**config.mk**
```make
export PLATFORM = sky130hd
export DESIGN_NAME = preemptive_priority_scheduler_top
export DESIGN_NICKNAME = d
export VERILOG_FILES = /design/src/sv/pps_pkg.sv /design/src/sv/pps_table.sv /design/src/sv/preemptive_priority_scheduler_top.sv
export SDC_FILE = /design/constraint.sdc
export NUM_CORES = 2
export LEC_CHECK = 0
export ABC_AREA = 1
export BUFFER_PORTS_ARGS = -buffer_cell sky130_fd_sc_hd__buf_2
export CAP_MARGIN = 5
export CORE_MARGIN = 2
export CORE_UTILIZATION = 57
export DETAILED_ROUTE_END_ITERATION = 12
export GPL_TIMING_DRIVEN = 0
export PLACE_DENSITY = 0.76
export SYNTH_ARGS = -nofsm -noshare
export SYNTH_HDL_FRONTEND = slang
export SYNTH_SLANG_ARGS = --single-unit
```
**constraint.sdc**
```tcl
create_clock -name clk -period 6.7 [get_ports clk]
set_clock_uncertainty 0.2 [all_clocks]
set_input_delay 1.34 -clock clk [delete_from_list [all_inputs] [get_ports clk]]
set_output_delay 1.34 -clock clk [all_outputs]
set_load 0.02 [all_outputs]
```
**src/sv/pps_pkg.sv**
```systemverilog
// shared constants and types for the preemptive priority scheduler
// no dependencies; imported by every module of the block
package pps_pkg;

  localparam int MAX_ENTRIES = 16;
  localparam int IDX_W       = $clog2(MAX_ENTRIES);
  localparam int CNT_W       = $clog2(MAX_ENTRIES + 1);
  localparam int TICK_W      = 24;
  localparam int BURST_W     = 16;
  localparam int PRIO_W      = 8;
  localparam int PCOUNT_W    = 5;

  localparam logic [TICK_W-1:0] TICK_MAX = {TICK_W{1'b1}};

  // action codes of an input beat
  localparam logic ACT_LOAD = 1'b0;
  localparam logic ACT_TICK = 1'b1;

  typedef logic [IDX_W-1:0] idx_t;
  typedef logic [CNT_W-1:0] cnt_t;

  typedef struct packed {
    logic [BURST_W-1:0] remaining;
    logic [BURST_W-1:0] original;
    logic [TICK_W-1:0]  arrival;
    logic [PRIO_W-1:0]  prio;
    logic [TICK_W-1:0]  waiting;
  } entry_t;

endpackage

```
**src/sv/pps_table.sv**
```systemverilog
// process table: one synchronous memory, one read and one write port
// per-entry valid bits make unwritten entries read as zero; uses pps_pkg
module pps_table
  import pps_pkg::*;
(
  input  logic   clk,
  input  logic   rst,
  input  logic   rd_en,
  input  idx_t   rd_addr,
  output entry_t rd_data,
  input  logic   wr_en,
  input  idx_t   wr_addr,
  input  entry_t wr_data
);

  entry_t                 mem [MAX_ENTRIES];
  logic [MAX_ENTRIES-1:0] vld;
  entry_t                 q;
  logic                   q_vld;

  always_ff @(posedge clk) begin
    if (wr_en) begin
      mem[wr_addr] <= wr_data;
    end
    if (rd_en) begin
      q <= mem[rd_addr];
    end
  end

  always_ff @(posedge clk) begin
    if (rst) begin
      vld   <= '0;
      q_vld <= 1'b0;
    end else begin
      if (wr_en) begin
        vld[wr_addr] <= 1'b1;
      end
      if (rd_en) begin
        q_vld <= vld[rd_addr];
      end
    end
  end

  assign rd_data = q_vld ? q : '0;

endmodule

```
**src/sv/preemptive_priority_scheduler_top.sv**
```systemverilog
// top level of the preemptive priority scheduler: control sequencer and ports
// depends on pps_pkg and pps_table
//
// A load beat writes one entry of the process table (burst, arrival tick,
// priority, waiting count cleared) and passes through ST_OUT to the output
// register. A tick beat scans the first process_count entries twice over
// the table's single read port: the first pass finds the arrived, unfinished
// entry with the smallest priority number (lowest index on ties), the second
// pass reads each entry again and writes it back, decrementing the served
// entry's remaining burst and adding one, saturating, to the waiting count of
// every other eligible entry. The scan covers process_count clipped to the
// table depth of 16. A tick that finds no eligible entry, or no entry in
// use, skips the second pass. One beat is in work at a time, and the next
// beat is taken as soon as its result sits in the output register, even
// while that result is still stalled. Completion reports the waiting count
// and waiting plus original burst, both saturating at 2^24-1.
// process_count may only be written while the block is idle; the config
// channel is always ready.
module preemptive_priority_scheduler_top
  import pps_pkg::*;
(
  input  logic                clk,
  input  logic                rst,
  // configuration write channel
  input  logic                cfg_valid,
  output logic                cfg_ready,
  input  logic [PCOUNT_W-1:0] cfg_data,
  // input channel
  input  logic                in_valid,
  output logic                in_stall,
  input  logic                action,
  input  logic [IDX_W-1:0]    entry_index,
  input  logic [BURST_W-1:0]  burst_length,
  input  logic [TICK_W-1:0]   arrival_time,
  input  logic [PRIO_W-1:0]   priority_level,
  // output channel
  output logic                out_valid,
  input  logic                out_stall,
  output logic [IDX_W-1:0]    selected_entry,
  output logic                idle,
  output logic                finished,
  output logic [TICK_W-1:0]   finished_waiting,
  output logic [TICK_W-1:0]   finished_turnaround,
  output logic                all_done
);

  // sequencer states
  localparam logic [1:0] ST_IDLE = 2'd0;
  localparam logic [1:0] ST_FIND = 2'd1;  // first pass, pick the winner
  localparam logic [1:0] ST_UPD  = 2'd2;  // second pass, read-modify-write
  localparam logic [1:0] ST_OUT  = 2'd3;  // hand result to output register

  logic [1:0]             state;
  logic [PCOUNT_W-1:0]    process_count;
  logic [TICK_W-1:0]      tick;
  logic [MAX_ENTRIES-1:0] busy;          // entry still has remaining burst
  cnt_t                   cnt;           // read address issue counter
  logic                   rd_act;        // read data returns this cycle
  idx_t                   rd_idx;
  logic                   found;
  idx_t                   best_idx;
  logic [PRIO_W-1:0]      best_prio;

  // result held until the output register is free
  idx_t                   res_sel;
  logic                   res_idle;
  logic                   res_fin;
  logic [TICK_W-1:0]      res_wait;
  logic [TICK_W-1:0]      res_turn;

  cnt_t                   n_use;
  logic                   in_acc;
  logic                   out_free;
  logic                   rd_en;
  idx_t                   rd_addr;
  entry_t                 rd_data;
  logic                   wr_en;
  idx_t                   wr_addr;
  entry_t                 wr_data;
  logic                   elig;
  logic                   pass_end;
  logic                   none_left;
  logic [BURST_W-1:0]     rem_dec;
  logic [TICK_W:0]        turn_sum;

  assign cfg_ready = 1'b1;
  assign in_stall  = (state != ST_IDLE);
  assign in_acc    = in_valid && !in_stall;
  assign out_free  = !out_valid || !out_stall;

  // entries in use, clipped to the table depth
  assign n_use = (32'(process_count) > MAX_ENTRIES) ? cnt_t'(MAX_ENTRIES)
                                                    : cnt_t'(process_count);

  // read issue for both passes
  assign rd_en    = ((state == ST_FIND) || (state == ST_UPD)) && (cnt < n_use);
  assign rd_addr  = cnt[IDX_W-1:0];
  assign pass_end = (cnt == n_use) && !rd_act;

  // eligibility uses the tick before this beat advances it
  assign elig     = (rd_data.remaining != '0) && (tick >= rd_data.arrival);
  assign rem_dec  = rd_data.remaining - BURST_W'(1);
  assign turn_sum = {1'b0, rd_data.waiting} + (TICK_W+1)'(rd_data.original);

  pps_table u_table (
    .clk     (clk),
    .rst     (rst),
    .rd_en   (rd_en),
    .rd_addr (rd_addr),
    .rd_data (rd_data),
    .wr_en   (wr_en),
    .wr_addr (wr_addr),
    .wr_data (wr_data)
  );

  // write port: a load beat, or the write-back half of the second pass
  always_comb begin
    wr_en   = 1'b0;
    wr_addr = rd_idx;
    wr_data = rd_data;
    if (in_acc && (action == ACT_LOAD)) begin
      wr_en   = 1'b1;
      wr_addr = entry_index;
      wr_data = '{remaining: burst_length, original: burst_length,
                  arrival: arrival_time, prio: priority_level, waiting: '0};
    end else if ((state == ST_UPD) && rd_act) begin
      if (found && (rd_idx == best_idx)) begin
        wr_en             = 1'b1;
        wr_data.remaining = rem_dec;
      end else if (elig) begin
        wr_en = 1'b1;
        if (rd_data.waiting != TICK_MAX) begin
          wr_data.waiting = rd_data.waiting + TICK_W'(1);
        end
      end
    end
  end

  // any entry in use with burst left
  always_comb begin
    none_left = 1'b1;
    for (int i = 0; i < MAX_ENTRIES; i++) begin
      if (busy[i] && (cnt_t'(i) < n_use)) begin
        none_left = 1'b0;
      end
    end
  end

  always_ff @(posedge clk) begin
    if (rst) begin
      state         <= ST_IDLE;
      process_count <= '0;
      tick          <= '0;
      busy          <= '0;
      cnt           <= '0;
      rd_act        <= 1'b0;
      rd_idx        <= '0;
      found         <= 1'b0;
      out_valid     <= 1'b0;
    end else begin
      if (cfg_valid && cfg_ready) begin
        process_count <= cfg_data;
      end

      rd_act <= rd_en;
      rd_idx <= rd_addr;
      if (rd_en) begin
        cnt <= cnt + cnt_t'(1);
      end

      if (out_valid && !out_stall) begin
        out_valid <= 1'b0;
      end

      case (state)
        ST_IDLE: begin
          if (in_acc) begin
            res_sel  <= '0;
            res_idle <= 1'b0;
            res_fin  <= 1'b0;
            res_wait <= '0;
            res_turn <= '0;
            cnt      <= '0;
            found    <= 1'b0;
            if (action == ACT_LOAD) begin
              busy[entry_index] <= (burst_length != '0);
              state             <= ST_OUT;
            end else begin
              state <= ST_FIND;
            end
          end
        end
        ST_FIND: begin
          if (rd_act && elig && (!found || (rd_data.prio < best_prio))) begin
            found     <= 1'b1;
            best_idx  <= rd_idx;
            best_prio <= rd_data.prio;
          end
          if (pass_end) begin
            cnt <= '0;
            if (found) begin
              state <= ST_UPD;
            end else begin
              res_idle <= 1'b1;
              if (tick != TICK_MAX) begin
                tick <= tick + TICK_W'(1);
              end
              state <= ST_OUT;
            end
          end
        end
        ST_UPD: begin
          if (rd_act && (rd_idx == best_idx) && (rem_dec == '0)) begin
            busy[rd_idx] <= 1'b0;
            res_fin      <= 1'b1;
            res_wait     <= rd_data.waiting;
            res_turn     <= turn_sum[TICK_W] ? TICK_MAX : turn_sum[TICK_W-1:0];
          end
          if (pass_end) begin
            res_sel <= best_idx;
            if (tick != TICK_MAX) begin
              tick <= tick + TICK_W'(1);
            end
            state <= ST_OUT;
          end
        end
        ST_OUT: begin
          if (out_free) begin
            out_valid           <= 1'b1;
            selected_entry      <= res_sel;
            idle                <= res_idle;
            finished            <= res_fin;
            finished_waiting    <= res_wait;
            finished_turnaround <= res_turn;
            all_done            <= none_left;
            state               <= ST_IDLE;
          end
        end
        default: begin
          state <= ST_IDLE;
        end
      endcase
    end
  end

endmodule

```
==> results.txt <==
----------------------------------------------------
[Outcome]
  Violations in the final reports ... DRC
  Status ... complete, but fails checks

[Setup path]
  Cell Chain, Critical Path ... buf_6 -> buf_6 -> buf_2 -> buf_2 -> nand2_1 -> ha_1 -> a21oi_1 -> o21ai_0 -> a21oi_1 -> nand3_1 -> nand2_1 -> nor2_1 -> nand4_1 -> nand2_1 -> nor2_1
  Reg-to-reg critical path startpoint ... u_table.q_vld
  Slowest CP cell ... nor2_1
  Kind of cell adding the most delay to the critical path ... simple AND/OR/NAND/NOR gates
  Reg2reg end ... u_table.mem[4][8]
  Peak per-stage delay on the critical path ... 1.00 ns
  Critical Path Most Common Cell ... nand2_1
  Startpoint class of the critical path ... register
  Bufs and invs on worst path ... 4
  Worst Reg-to-Reg Cells ... 15
  Critical Path Fanout Max ... 16
  WP data required ... a little under 7 ns
  Termination of the worst setup path ... u_table.mem[4][8]
  Flop-to-flop setup slack ... roughly 0.069 ns
  Number of gates on the worst path with buffers counted ... 15
  Worst setup path startpoint ... u_table.q_vld
  Category of the critical setup timing path ... reg2reg
  Crit path arrival time ... between 6 and 7 ns
  Crit path capture type ... register

[Yosys]
  Count of different cell masters after synthesis ... 52
  Synthesized netlist net count ... slightly below 6000
  Synth Flop Type ... edfxtp_1
  Area of the mapped netlist ... slightly below 70000 µm²
  EDFF count, synth ... approximately 1600
  Count of warnings emitted by yosys ... 0
  Share of flip-flops with an asynchronous set or reset after synthesis ... 0%
  Register bit total from synthesis ... around 1700
  Number of instances in the synthesized netlist ... ~5700
  Fraction of the yosys area taken by sequential cells ... between 70 and 80%
  Post-synthesis average cell area ... between 10 and 15 µm²

[Layout]
  Total number of nets in the final design ... slightly above 6000
  Most common library cell in the layout ignoring fill and taps ... edfxtp_1
  Reg area ... about 50000 µm²
  Top library cells by usage in the layout, fill and taps aside ... 1617 x edfxtp_1, 954 x nor2_1, 801 x o21ai_0
  Layout cell share with drive strength beyond 1 ... just under 9%
  Number of fill cells in the layout ... between 8000 and 9000
  Fin cells ... between 7000 and 8000
  Layout Utilization ... 64.7%
  Area grow syn2layout ... 13.0%
  Area of the multi-input gates ... ~17000 µm²

[Clock network]
  Number of H-tree levels ... 4
  Cts bufs inserted ... around 170
  Total clock sinks ... around 1700
  Clock tree from TritonCTS ... yes
  Insertion delay of the later-clocked pin in the worst-skew pair ... approximately 0.81 ns
  Buffers inserted during post-CTS setup optimization ... 0
  Cell at the root of the clock tree ... clkbuf_16
  Worst-path clk slew ... 0.06 ns
  Longest Clk Path Bufs ... 3

[Floorplanning]
  Total number of placement rows ... around 130
  Initial Util ... 57.3%
  Placeable core area ... 121000 µm²
  I/O pin count ... 121
  Die Height ... between 300 and 400 µm
  Floorplan die width ... about 350 µm
  Die footprint ... roughly 120000 µm²

[Placement]
  # placed instances ... about 7600
  Half-perimeter wire length after placement ... about 140000 µm
  Number of port buffers ... ~120
  Placer Congestion ... between 0.9 and 1

[Global routing]
  Number of antenna violations at the first check in global routing ... 12
  Pin count of the biggest net entering global routing ... 64
  Total track usage ... about a third
  Vias in the first global route ... 47300
  Overflow after GRT ... 0
  Wire length of the first global-routing pass ... between 200000 and 300000 µm

[Power and ir drop]
  Pwr/cell area ... a little over 400 nW/µm²
  Leakage component of the power ... 27.2 nW
  Final Total Pwr ... between 30 and 40 mW
  Maximum vdd ir drop ... 0.278 mV

[STA]
  Final number of max-transition violations ... 0
  Highest Clock Rate ... around 150 MHz
  Setup repair after global routing missed its margin ... no
  Transition time at the pin with the least slew margin ... approximately 1.5 ns
  Final-report setup violation count ... 0
  Slew Limit Headroom ... between 1 and 1.5%
  Final Hold Vio Count ... 0
  Final Critical Period ... about 6.6 ns
  Setup TNS ... 0 ns
  Period utilization ... 99.0%

[Drt]
  Average detailed-routed wire length per instance ... 25.7 µm
  Wire length on met2 ... roughly 94000 µm
  Via/cell ratio ... around 6.3
  Metal3 WL ... ~24000 µm
  Detailed router's first-iteration violation count ... 7274
  Total via count in the routed design ... around 49000
  Wire length reported by the detailed router ... ~200000 µm
  Uppermost metal layer occupied by signal nets ... met5
  Post-Route M1 WL ... around 73000 µm
  Number of routed nets with antenna violations ... 0
  Number of detailed-route iterations in the first pass ... 11
  DRC Markers ... 2

[Worst hold path]
  Kind of path behind the tightest hold check ... reg2reg
  Worst hold path cell count ... 0

[Flow run]
  Number of violations of the max-capacitance limit ... 0

----------------------------------------------------
## how the worst min path moves through the flow
stage	endpoint	slack [ns]	from
after detailed placement	finished_turnaround[13]	0.20	res_turn[13]
final	selected_entry[3]	0.21	res_sel[3]
after CTS	selected_entry[3]	0.21	res_sel[3]
after global placement	finished_waiting[2]	0.20	res_wait[2]
after floorplan	finished	0.20	res_fin
after global routing	finished_turnaround[4]	0.22	res_turn[4]
## cell families after synthesis
logic type / count (synthesis) / share of synthesized area [%]
fa+ha+maj: 62 / 1.13
other cells: 1 / 0.00540
buf+inv: 605 / 3.39
xor+xnor: 32 / 0.403
flops: 1693 / 72.0
simple gates: 1966 / 11.7
compound gates: 1382 / 11.3
## cell type report
class,count,area share (%)
repair buffers,196,2.05
flip-flops and latches,1693,63.8
clock buffers,220,5.69
inverters,266,1.33
clock inverters,82,0.992
diodes,8,0.0255
plain buffers,339,1.76
multi-input cells,3443,21.8
well taps,1625,2.59
## Yosys cell counts (all sizes together), types with 5 or more instances
cell type,n,area [µm²]
edfxtp,1617,48600
nor2,973,3700
o21ai,841,4210
nand2,672,2610
clkbuf,294,1100
inv,261,980
nand3,227,1200
o22ai,208,1300
o221ai,148,1300
a21oi,129,646
dfxtp,76,1520
ha,61,763
buf,45,256
o211ai,38,285
nand4,37,265
nor3,33,203
xor2,17,149
nor4,16,100
xnor2,15,131
a31oi,5,31.3
clkinv,5,18.8
## flip-flops by register name (all words and copies together), names as in the netlist, 2 cells and up
signal               flops
best_prio                8
rd_idx                   4
best_idx                 4
res_sel                  4
tick                    24
u_table.vld             16
finished_waiting        24
finished_turnaround     24
u_table.mem           1408
res_wait                24
u_table.q               88
state                    2
process_count            5
busy                    16
cnt                      5
selected_entry           4
res_turn                24
## report_power, final
part	internal (mW)	leakage (nW)	switching, mW
logic	2.27	9.07	7.09
registers	13.1	15.5	0.265
clock network	5.17	2.56	3.97
total	20.5	27.2	11.3
## metal layers
layer  global-route usage, %  vias to the layer above
met1                    40.6                    23700
li1                        -                    21600
met4                    17.7                       14
met2                    50.8                     3382
met3                    8.19                      607
met5                       0                        -
## repair_timing
action | CTS | global route
endpoints found under the setup margin | 48 | 31
resized for setup | 2 | 2
hold buffers | 0 | 0
## stage by stage
step / area, µm² / setup slack (ns) / hold slack, ns
after global routing: 78500 / 0.0976 / 0.221
after floorplan: 69500 / 1.35 / 0.200
after global placement: 72100 / -3.45 / 0.204
after CTS: 78400 / 0.129 / 0.213
after detailed placement: 73200 / -0.205 / 0.205
final: 78500 / 0.0692 / 0.211
Power figures use the tool's default switching activity.
